[config.mk]
export PLATFORM = sky130hd
export DESIGN_NAME = bounded_array_list_engine_top
export DESIGN_NICKNAME = d
export VERILOG_FILES = /design/src/hw/rtl/bale_pkg.sv /design/src/hw/rtl/bounded_array_list_engine_top.sv /design/src/hw/rtl/bale_mem.sv /design/src/hw/rtl/bale_ctrl.sv
export SDC_FILE = /design/constraint.sdc
export NUM_CORES = 2
export LEC_CHECK = 0
export BUFFER_PORTS_ARGS = -buffer_cell sky130_fd_sc_hd__clkbuf_2
export CAP_MARGIN = 0
export CORE_ASPECT_RATIO = 0.75
export CORE_UTILIZATION = 60
export CTS_CLUSTER_SIZE = 28
export DETAILED_ROUTE_END_ITERATION = 7
export PLACE_DENSITY = 0.77
export SYNTH_ARGS = -nofsm -noshare
export SYNTH_HDL_FRONTEND = slang
export SYNTH_SLANG_ARGS = --single-unit
[constraint.sdc]
create_clock -name clk -period 8 [get_ports clk]
set_clock_uncertainty 0.15 [all_clocks]
set_input_delay 0.4 -clock clk [delete_from_list [all_inputs] [get_ports clk]]
set_output_delay 0.4 -clock clk [all_outputs]
set_load 0.01 [all_outputs]
[src/hw/rtl/bale_pkg.sv]
`timescale 1ns / 1ps
// ----------------------------------------------------------------------------
// bale_pkg
// shared request, status codes and widths for the array list engine
// ----------------------------------------------------------------------------
package bale_pkg;

  localparam int unsigned MAX_ENTRIES = 64;
  localparam int unsigned WORD_W      = 32;
  localparam int unsigned POS_W       = 6;
  localparam int unsigned CNT_W       = 7;

  typedef enum logic [2:0] {
    REQ_PUSH   = 3'd0,
    REQ_POP    = 3'd1,
    REQ_INSERT = 3'd2,
    REQ_ERASE  = 3'd3,
    REQ_FIND   = 3'd4,
    REQ_READ   = 3'd5,
    REQ_SORT   = 3'd6,
    REQ_NOP    = 3'd7
  } req_t;

  typedef enum logic [2:0] {
    ST_OK       = 3'd0,
    ST_FULL     = 3'd1,
    ST_EMPTY    = 3'd2,
    ST_RANGE    = 3'd3,
    ST_NOTFOUND = 3'd4
  } status_t;

  // one finished result
  typedef struct packed {
    logic [2:0]        status;
    logic [WORD_W-1:0] data;
    logic [POS_W-1:0]  found_index;
    logic [CNT_W-1:0]  count;
  } result_t;

endpackage

[src/hw/rtl/bounded_array_list_engine_top.sv]
`timescale 1ns / 1ps
// ----------------------------------------------------------------------------
// bounded_array_list_engine_top
// ordered list of signed words with push, pop, insert, erase, find, read, sort
// ----------------------------------------------------------------------------
// One request is worked at a time against an entry memory with one write
// port and one registered read port. Push, append, erase of the last entry,
// rejected requests and the unused code finish straight from idle; pop and
// read wait for the memory read; insert moves the entries from the tail down
// to position p one place up, then writes the value; erase moves the entries
// after p one place down; find walks from entry 0 to the first match or the
// end; sort is a stable insertion sort in signed order. A finished result
// leaves the sequencer for the output register, so the next request is taken
// while a result waits; the input stalls while the sequencer is busy or still
// holds a finished result.
module bounded_array_list_engine_top (
  input  logic        clk,
  input  logic        rst_n,
  input  logic        in_valid,
  output logic        in_ready,
  input  logic [2:0]  in_req_type,
  input  logic [31:0] in_value,
  input  logic [5:0]  in_position,
  output logic        out_valid,
  input  logic        out_ready,
  output logic [2:0]  out_status,
  output logic [31:0] out_data,
  output logic [5:0]  out_found_index,
  output logic [6:0]  out_count,
  input  logic        cfg_psel,
  input  logic        cfg_penable,
  input  logic        cfg_pwrite,
  input  logic [1:0]  cfg_paddr,
  input  logic [31:0] cfg_pwdata,
  output logic [31:0] cfg_prdata,
  output logic        cfg_pready
);

  localparam int unsigned AW = bale_pkg::POS_W;
  localparam int unsigned CW = bale_pkg::CNT_W;

  // capacity register, reset to 64
  logic [6:0] cap_r;
  assign cfg_pready = 1'b1;
  assign cfg_prdata = {25'd0, cap_r};
  always_ff @(posedge clk) begin
    if (!rst_n) begin
      cap_r <= 7'd64;
    end else if (cfg_psel && cfg_penable && cfg_pwrite && cfg_paddr == 2'd0) begin
      cap_r <= cfg_pwdata[6:0];
    end
  end

  // capacity clamped to the store size
  logic [CW-1:0] cap_eff;
  assign cap_eff = (cap_r > CW'(bale_pkg::MAX_ENTRIES)) ? CW'(bale_pkg::MAX_ENTRIES) : cap_r;

  logic busy, done;
  bale_pkg::result_t res;
  bale_pkg::result_t out_res_r;
  logic out_valid_r;
  logic res_pend_r;   // finished result still in the sequencer
  logic have_res;
  logic load_out;

  // a result is ready in the sequencer this cycle or held from before
  assign have_res = done || res_pend_r;
  // move it out when the output register is free or draining
  assign load_out = have_res && (!out_valid_r || out_ready);

  // accept only with the sequencer idle and its result moved out
  assign in_ready  = !busy && !have_res;
  assign out_valid = out_valid_r;

  always_ff @(posedge clk) begin
    if (!rst_n) begin
      out_valid_r <= 1'b0;
      res_pend_r  <= 1'b0;
      out_res_r   <= '0;
    end else begin
      res_pend_r <= have_res && !load_out;
      if (load_out) begin
        out_valid_r <= 1'b1;
        out_res_r   <= res;
      end else if (out_ready) begin
        out_valid_r <= 1'b0;
      end
    end
  end

  assign out_status      = out_res_r.status;
  assign out_data        = out_res_r.data;
  assign out_found_index = out_res_r.found_index;
  assign out_count       = out_res_r.count;

  logic mem_we;
  logic [AW-1:0] mem_waddr, mem_raddr;
  logic [31:0] mem_wdata, mem_rdata;

  bale_ctrl u_ctrl (
    .clk, .rst_n,
    .start(in_valid && in_ready),
    .req_type(in_req_type), .value(in_value), .position(in_position),
    .cap(cap_eff), .busy, .done, .result(res),
    .mem_we, .mem_waddr, .mem_wdata, .mem_raddr, .mem_rdata
  );

  bale_mem #(.DEPTH(bale_pkg::MAX_ENTRIES), .AW(AW)) u_mem (
    .clk, .we(mem_we), .waddr(mem_waddr), .wdata(mem_wdata),
    .raddr(mem_raddr), .rdata(mem_rdata)
  );

endmodule

[src/hw/rtl/bale_mem.sv]
`timescale 1ns / 1ps
// ----------------------------------------------------------------------------
// bale_mem
// entry store, one write and one registered read per cycle
// ----------------------------------------------------------------------------
module bale_mem #(
  parameter int unsigned DEPTH = 64,
  parameter int unsigned AW    = 6
) (
  input  logic                       clk,
  input  logic                       we,
  input  logic [AW-1:0]              waddr,
  input  logic [bale_pkg::WORD_W-1:0] wdata,
  input  logic [AW-1:0]              raddr,
  output logic [bale_pkg::WORD_W-1:0] rdata
);

  logic [bale_pkg::WORD_W-1:0] mem [DEPTH];

  always_ff @(posedge clk) begin
    if (we) begin
      mem[waddr] <= wdata;
    end
    rdata <= mem[raddr];
  end

endmodule

[src/hw/rtl/bale_ctrl.sv]
`timescale 1ns / 1ps
// ----------------------------------------------------------------------------
// bale_ctrl
// request sequencer: walks the store for shifts, find and sort
// ----------------------------------------------------------------------------
module bale_ctrl (
  input  logic                        clk,
  input  logic                        rst_n,
  input  logic                        start,
  input  logic [2:0]                  req_type,
  input  logic [bale_pkg::WORD_W-1:0] value,
  input  logic [bale_pkg::POS_W-1:0]  position,
  input  logic [bale_pkg::CNT_W-1:0]  cap,
  output logic                        busy,
  output logic                        done,
  output bale_pkg::result_t           result,
  output logic                        mem_we,
  output logic [bale_pkg::POS_W-1:0]  mem_waddr,
  output logic [bale_pkg::WORD_W-1:0] mem_wdata,
  output logic [bale_pkg::POS_W-1:0]  mem_raddr,
  input  logic [bale_pkg::WORD_W-1:0] mem_rdata
);

  localparam int unsigned AW = bale_pkg::POS_W;
  localparam int unsigned CW = bale_pkg::CNT_W;

  typedef enum logic [3:0] {
    S_IDLE, S_READ, S_SHUP, S_PLACE, S_SHDN, S_FIND, S_SORT_LD, S_SORT_CMP, S_SORT_PUT
  } state_t;

  state_t                      state_r, state_nxt;
  logic [CW-1:0]               count_r, count_nxt;
  logic [CW-1:0]               idx_r, idx_nxt;       // walking index
  logic [CW-1:0]               lim_r, lim_nxt;       // requested position
  logic [CW-1:0]               sort_i_r, sort_i_nxt; // outer sort index
  logic [bale_pkg::WORD_W-1:0] held_r, held_nxt;
  logic [bale_pkg::WORD_W-1:0] val_r, val_nxt;
  bale_pkg::result_t           result_r, result_nxt;
  logic                        done_r, done_nxt;

  logic [CW-1:0] pos_x;
  logic          full_c;
  logic [AW-1:0] last_a;

  assign pos_x  = CW'(position);
  assign full_c = (count_r >= cap);
  assign last_a = AW'(count_r - CW'(1));

  assign busy   = (state_r != S_IDLE);
  assign done   = done_r;
  assign result = result_r;

  always_comb begin
    state_nxt  = state_r;
    count_nxt  = count_r;
    idx_nxt    = idx_r;
    lim_nxt    = lim_r;
    sort_i_nxt = sort_i_r;
    held_nxt   = held_r;
    val_nxt    = val_r;
    result_nxt = result_r;
    done_nxt   = 1'b0;
    mem_we     = 1'b0;
    mem_waddr  = idx_r[AW-1:0];
    mem_wdata  = mem_rdata;
    mem_raddr  = idx_r[AW-1:0];
    unique case (state_r)
      S_IDLE: begin
        if (start) begin
          val_nxt          = value;
          lim_nxt          = pos_x;
          result_nxt       = '0;
          result_nxt.count = count_r;
          unique case (bale_pkg::req_t'(req_type))
            bale_pkg::REQ_PUSH: begin
              done_nxt = 1'b1;
              if (full_c) begin
                result_nxt.status = bale_pkg::ST_FULL;
              end else begin
                mem_we           = 1'b1;
                mem_waddr        = count_r[AW-1:0];
                mem_wdata        = value;
                count_nxt        = count_r + CW'(1);
                result_nxt.count = count_r + CW'(1);
              end
            end
            bale_pkg::REQ_POP: begin
              if (count_r == '0) begin
                done_nxt          = 1'b1;
                result_nxt.status = bale_pkg::ST_EMPTY;
              end else begin
                mem_raddr        = last_a;
                count_nxt        = count_r - CW'(1);
                result_nxt.count = count_r - CW'(1);
                state_nxt        = S_READ;
              end
            end
            bale_pkg::REQ_INSERT: begin
              if (full_c) begin
                done_nxt          = 1'b1;
                result_nxt.status = bale_pkg::ST_FULL;
              end else if (pos_x > count_r) begin
                done_nxt          = 1'b1;
                result_nxt.status = bale_pkg::ST_RANGE;
              end else if (pos_x == count_r) begin
                // append, nothing to move
                done_nxt         = 1'b1;
                mem_we           = 1'b1;
                mem_waddr        = position;
                mem_wdata        = value;
                count_nxt        = count_r + CW'(1);
                result_nxt.count = count_r + CW'(1);
              end else begin
                // read the tail now, move upward walking down to the position
                mem_raddr = last_a;
                idx_nxt   = count_r;
                state_nxt = S_SHUP;
              end
            end
            bale_pkg::REQ_ERASE: begin
              if (pos_x >= count_r) begin
                done_nxt          = 1'b1;
                result_nxt.status = bale_pkg::ST_RANGE;
              end else if (pos_x + CW'(1) == count_r) begin
                done_nxt         = 1'b1;
                count_nxt        = count_r - CW'(1);
                result_nxt.count = count_r - CW'(1);
              end else begin
                mem_raddr = AW'(pos_x + CW'(1));
                idx_nxt   = pos_x;
                state_nxt = S_SHDN;
              end
            end
            bale_pkg::REQ_FIND: begin
              if (count_r == '0) begin
                done_nxt          = 1'b1;
                result_nxt.status = bale_pkg::ST_NOTFOUND;
              end else begin
                mem_raddr = '0;
                idx_nxt   = '0;
                state_nxt = S_FIND;
              end
            end
            bale_pkg::REQ_READ: begin
              if (pos_x >= count_r) begin
                done_nxt          = 1'b1;
                result_nxt.status = bale_pkg::ST_RANGE;
              end else begin
                mem_raddr = position;
                state_nxt = S_READ;
              end
            end
            bale_pkg::REQ_SORT: begin
              if (count_r < CW'(2)) begin
                done_nxt = 1'b1;
              end else begin
                mem_raddr  = AW'(1);
                sort_i_nxt = CW'(1);
                idx_nxt    = CW'(1);
                state_nxt  = S_SORT_LD;
              end
            end
            bale_pkg::REQ_NOP: done_nxt = 1'b1;
          endcase
        end
      end
      S_READ: begin
        result_nxt.data = mem_rdata;
        done_nxt        = 1'b1;
        state_nxt       = S_IDLE;
      end
      S_SHUP: begin
        // entry idx-1 arrives and moves to idx
        mem_we    = 1'b1;
        mem_waddr = idx_r[AW-1:0];
        mem_wdata = mem_rdata;
        mem_raddr = AW'(idx_r - CW'(2));
        idx_nxt   = idx_r - CW'(1);
        if (idx_r == lim_r + CW'(1)) begin
          state_nxt = S_PLACE;
        end
      end
      S_PLACE: begin
        mem_we           = 1'b1;
        mem_waddr        = lim_r[AW-1:0];
        mem_wdata        = val_r;
        count_nxt        = count_r + CW'(1);
        result_nxt.count = count_r + CW'(1);
        done_nxt         = 1'b1;
        state_nxt        = S_IDLE;
      end
      S_SHDN: begin
        // entry idx+1 arrives and moves to idx
        mem_we    = 1'b1;
        mem_waddr = idx_r[AW-1:0];
        mem_wdata = mem_rdata;
        mem_raddr = AW'(idx_r + CW'(2));
        idx_nxt   = idx_r + CW'(1);
        if (idx_r + CW'(2) == count_r) begin
          count_nxt        = count_r - CW'(1);
          result_nxt.count = count_r - CW'(1);
          done_nxt         = 1'b1;
          state_nxt        = S_IDLE;
        end
      end
      S_FIND: begin
        mem_raddr = AW'(idx_r + CW'(1));
        idx_nxt   = idx_r + CW'(1);
        if (mem_rdata == val_r) begin
          result_nxt.found_index = idx_r[AW-1:0];
          done_nxt               = 1'b1;
          state_nxt              = S_IDLE;
        end else if (idx_r + CW'(1) == count_r) begin
          result_nxt.status = bale_pkg::ST_NOTFOUND;
          done_nxt          = 1'b1;
          state_nxt         = S_IDLE;
        end
      end
      S_SORT_LD: begin
        held_nxt  = mem_rdata;
        mem_raddr = AW'(idx_r - CW'(1));
        state_nxt = S_SORT_CMP;
      end
      S_SORT_CMP: begin
        // rdata holds entry idx-1 while held belongs at or below slot idx
        mem_we    = 1'b1;
        mem_waddr = idx_r[AW-1:0];
        if ($signed(mem_rdata) > $signed(held_r)) begin
          mem_wdata = mem_rdata;
          mem_raddr = AW'(idx_r - CW'(2));
          idx_nxt   = idx_r - CW'(1);
          if (idx_r == CW'(1)) begin
            state_nxt = S_SORT_PUT;
          end
        end else begin
          mem_wdata = held_r;
          mem_raddr = AW'(sort_i_r + CW'(1));
          if (sort_i_r + CW'(1) == count_r) begin
            done_nxt  = 1'b1;
            state_nxt = S_IDLE;
          end else begin
            sort_i_nxt = sort_i_r + CW'(1);
            idx_nxt    = sort_i_r + CW'(1);
            state_nxt  = S_SORT_LD;
          end
        end
      end
      S_SORT_PUT: begin
        // held belongs at slot 0
        mem_we    = 1'b1;
        mem_waddr = '0;
        mem_wdata = held_r;
        mem_raddr = AW'(sort_i_r + CW'(1));
        if (sort_i_r + CW'(1) == count_r) begin
          done_nxt  = 1'b1;
          state_nxt = S_IDLE;
        end else begin
          sort_i_nxt = sort_i_r + CW'(1);
          idx_nxt    = sort_i_r + CW'(1);
          state_nxt  = S_SORT_LD;
        end
      end
      default: state_nxt = S_IDLE;
    endcase
  end

  always_ff @(posedge clk) begin
    if (!rst_n) begin
      state_r  <= S_IDLE;
      count_r  <= '0;
      idx_r    <= '0;
      lim_r    <= '0;
      sort_i_r <= '0;
      held_r   <= '0;
      val_r    <= '0;
      result_r <= '0;
      done_r   <= 1'b0;
    end else begin
      state_r  <= state_nxt;
      count_r  <= count_nxt;
      idx_r    <= idx_nxt;
      lim_r    <= lim_nxt;
      sort_i_r <= sort_i_nxt;
      held_r   <= held_nxt;
      val_r    <= val_nxt;
      result_r <= result_nxt;
      done_r   <= done_nxt;
    end
  end

endmodule

==> flow_summary.toml <==
[clock_tree]
cts_tree = "yes"
path_clk_slew_ps = 60
cts_buffers = 199
clkLatencyLatePin_ps = 880
clockBufferDepth = 3
hold_buffers = 50
htreeDepth = 4
cts_root_buffer = "clkbuf_16"
clock_sinks = 2274
post_cts_buffers = 0
cts.repair.resized = 0

[die]
coreArea_mm2 = 0.155
die_w_um = 458
die_h_um = 344
die_area_mm2 = 0.158
num_rows = 125
io_pins = 165
start_util_pct = 60.5

[power]
pwr-share-comb_pct = 42.0
clockPowerShare_pct = 22.3
power.leakage_uw = 0.0366
p_seq_share_pct = 35.8
p_sw_share_pct = 40.7
p_switching_uw = 18100
powerDensity_mw_per_mm2 = 422
vdd_drop_max_v = 0.000460
p_int_uw = 26400

[synthesis]
muxShareOfSynthArea_pct = 4.72
synthXorXnorAreaFrac_pct = 0.974
synth_top_area_cell = "edfxtp_1"
netlist_instances = 6894
synth_commonest_cells = "edfxtp_1, nand2_1, a21oi_1"
syn-cell-area_mm2 = 0.0938
synth_seq_area_share_pct = 70.4
synth_compound_area_share_pct = 10.0
synthArstFlopShare_pct = 0
synth_top_family_by_area = "simple AND/OR/NAND/NOR gates"
synth_edf_count = 2048
synth.most_common_cell = "edfxtp_1"
synth-main-ff-cell = "edfxtp_1"
yosysTopAreaCellShare_pct = 65.6
synth-seq-cells = 2274
synth_cell_type_count = 103
synthAdderAreaFrac_pct = 0.761
synth-simple-area-share_pct = 10.3
yosysWarningCount = 0
postSynthAreaPerCell_um2 = 13.6
ys_top_cells_by_area = "edfxtp_1, nand2_1, dfxtp_1, a21oi_1, mux2i_1"

[finish]
drive_above_1_share_pct = 13.3
num-fill-cells = 10200
nets = 7255
stdcell_count = 9390
area_delta_synth_final_pct = 12.4

[setup_path]
arrival_ps = 7230
critPathMaxFanout = 25
worstReg2RegEnd = "u_mem.rdata[6]$_DFF_P_"
cp_top_family = "compound AO/OA/AOI/OAI gates"
path_class = "reg -> reg"
cp_slowest_stage_delay_ps = 680
cp_data_required_time_ps = 8570
worstRegToRegCells = 19
cpMostUsedCell = "buf_4"
crit_path_start_kind = "register"
cp-end-kind = "register"
regToRegStartpoint = "u_mem.rdata[21]$_DFF_P_"
crit_slowest_cell = "dfxtp_1"
timing.reg2reg.setup_slack_ps = 1340
cp.buffers_inverters = 5
crit_chain = "ha_1, a21oi_1, o21ai_0, a221oi_1, nand2_1, a41oi_1, nand3_1, nand3_2, buf_4, buf_4, nor2_4, buf_4, nand2_1, buf_4, o22a_1, a31oi_1, a311oi_1, buf_4, o311ai_1"

[global_routing]
grt_overflow_total = 0
grtUsageTotal_pct = 35.0
grt_max_degree = 131
antenna_found_initial = 10
grt_pass1_vias = 60100
grt_pass1_wl_mm = 402

[timing]
hold_viol_final = 0
grt_setup_unrepaired = "no"
fin_tns_setup_ps = 0
period_minus_slack_ps = 6660
period_share_pct = 83.3
max_slew.worst_pin.slew_ps = 1330
timing.slew.headroom_pct = 11.4
setup_viol = 0
slew_violations = 0
fmax_mhz = 150

[worst_hold_path]
hp-class = "in -> reg"
whs_endpoint = "cap_r[2]$_SDFFE_PN0P_"
whs_path_depth = 4
hold_start = "cfg_penable"

[place]
gp_congestion = 0.941
dp_cells = 8960
place.port_buffers = 113
dp_hpwl_mm = 169

[detailed_routing]
num_vias = 63800
wl_per_cell_um = 29.9
remaining_drc_errors = 8
via_per_inst = 6.80
dr.pass1.iters = 8
routed_wl_mm = 280
ant_nets = 0
drt_iter0_drc = 10800

[run]
cap_viol_max_count = 0

[status]
violations = "design-rule violations"
outcome = "finished, violations left"
worst max-delay path by stage:
stage,startpoint,end,slack [ps],cells after the start
6_report,u_mem.rdata[21]$_DFF_P_,u_mem.rdata[6]$_DFF_P_,1340,19
3_5_place_dp,u_mem.rdata[21]$_DFF_P_,u_mem.rdata[29]$_DFF_P_,1640,18
4_1_cts,u_mem.rdata[21]$_DFF_P_,u_mem.rdata[6]$_DFF_P_,1600,19
3_3_place_gp,u_ctrl.result[4]$_SDFFE_PN0P_,u_mem.rdata[30]$_DFF_P_,1620,18
2_1_floorplan,u_mem.rdata[31]$_DFF_P_,u_mem.mem[0][10]$_DFFE_PP_,2300,10
5_1_grt,u_mem.rdata[25]$_DFF_P_,u_mem.rdata[6]$_DFF_P_,1200,19
power by group through the flow:
stage	combinational [uW]	sequential (uW)	clock [uW]
5_1_grt	19300	15900	10400
3_3_place_gp	17500	16100	0
4_1_cts	18100	15900	9910
2_1_floorplan	10800	16100	0
6_report	18700	15900	9900
3_5_place_dp	17900	16100	0
state kept, by name (all words and copies together), names as in the netlist, 3 cells and up:
signal,count
u_ctrl.val_r,32
u_ctrl.result,48
u_ctrl.lim_r,6
u_ctrl.state_r,4
u_ctrl.held_r,32
out_status,3
u_mem.mem,2048
u_ctrl.sort_i_r,7
out_count,7
u_ctrl.idx_r,7
u_mem.rdata,32
cap_r,7
out_data,32
out_found_index,6
routing by layer:
metal,vias up,GRT usage [%],part of all wire [%]
li1,26600,-,-
met1,31400,50.4,37
met2,5201,51.2,44
met3,688,8.26,15
met4,10,15.3,4.3
met5,-,0,0.025
cell type report:
class | count | area, um^2 | share of cell area, %
clock inverters | 110 | 1160 | 1.10
diodes | 4 | 10.0 | 0.00949
flip-flops and latches | 2274 | 66000 | 62.6
repair buffers | 464 | 3700 | 3.51
well taps | 2095 | 2620 | 2.49
multi-input cells | 4120 | 26200 | 24.8
clock buffers | 266 | 5540 | 5.25
inverters | 57 | 216 | 0.205
kinds of logic after synthesis:
logic type               Yosys count
flip-flops                      2274
AND/OR/NAND/NOR                 2201
AO/OA/AOI/OAI                   1411
buffers and inverters            524
multiplexers                     324
XOR/XNOR                         101
adder cells (fa/ha/maj)           57
other                              2
tightest hold or removal path: stages:
cell and delay, ps:
clkbuf_2 80, nand4_1 300, mux2i_1 130, nor2_1 80
cell usage in the layout, fill, tap and decap left out, types with 35 or more instances in the layout:
| master | count |
|---|---|
| and3_1 | 112 |
| nand3_1 | 260 |
| clkinv_2 | 35 |
| a31oi_1 | 93 |
| nor2_1 | 116 |
| edfxtp_1 | 2048 |
| mux4_2 | 94 |
| nor4_1 | 61 |
| buf_4 | 271 |
| a211oi_1 | 91 |
| xor2_1 | 62 |
| nor3_1 | 41 |
| ha_1 | 57 |
| nor2_4 | 69 |
| xnor2_1 | 37 |
| mux2i_1 | 224 |
| a22o_1 | 46 |
| dlygate4sd3_1 | 50 |
| inv_1 | 54 |
| clkbuf_2 | 114 |
| o21ai_0 | 96 |
| a22oi_1 | 68 |
| a21boi_0 | 60 |
| nand2_1 | 1365 |
| a21oi_1 | 509 |
| dfxtp_1 | 226 |
| clkbuf_16 | 204 |
| o22ai_1 | 80 |
| clkbuf_1 | 41 |
| clkinv_1 | 40 |
| a32oi_1 | 50 |
through the flow:
stage	hold slack (ps)	worst slack (ps)	cell area (um^2)	utilization [%]	power [uW]
final	56.3	1340	105000	68.0	44500
after floorplan	274	2300	93900	-	26900
after global routing	86.8	1200	105000	68.0	45600
after CTS	7.39	1600	105000	68.0	43800
after detailed placement	295	1640	98200	63.4	34000
after global placement	291	1620	98200	63.4	33600
Power figures use the tool's default switching activity.
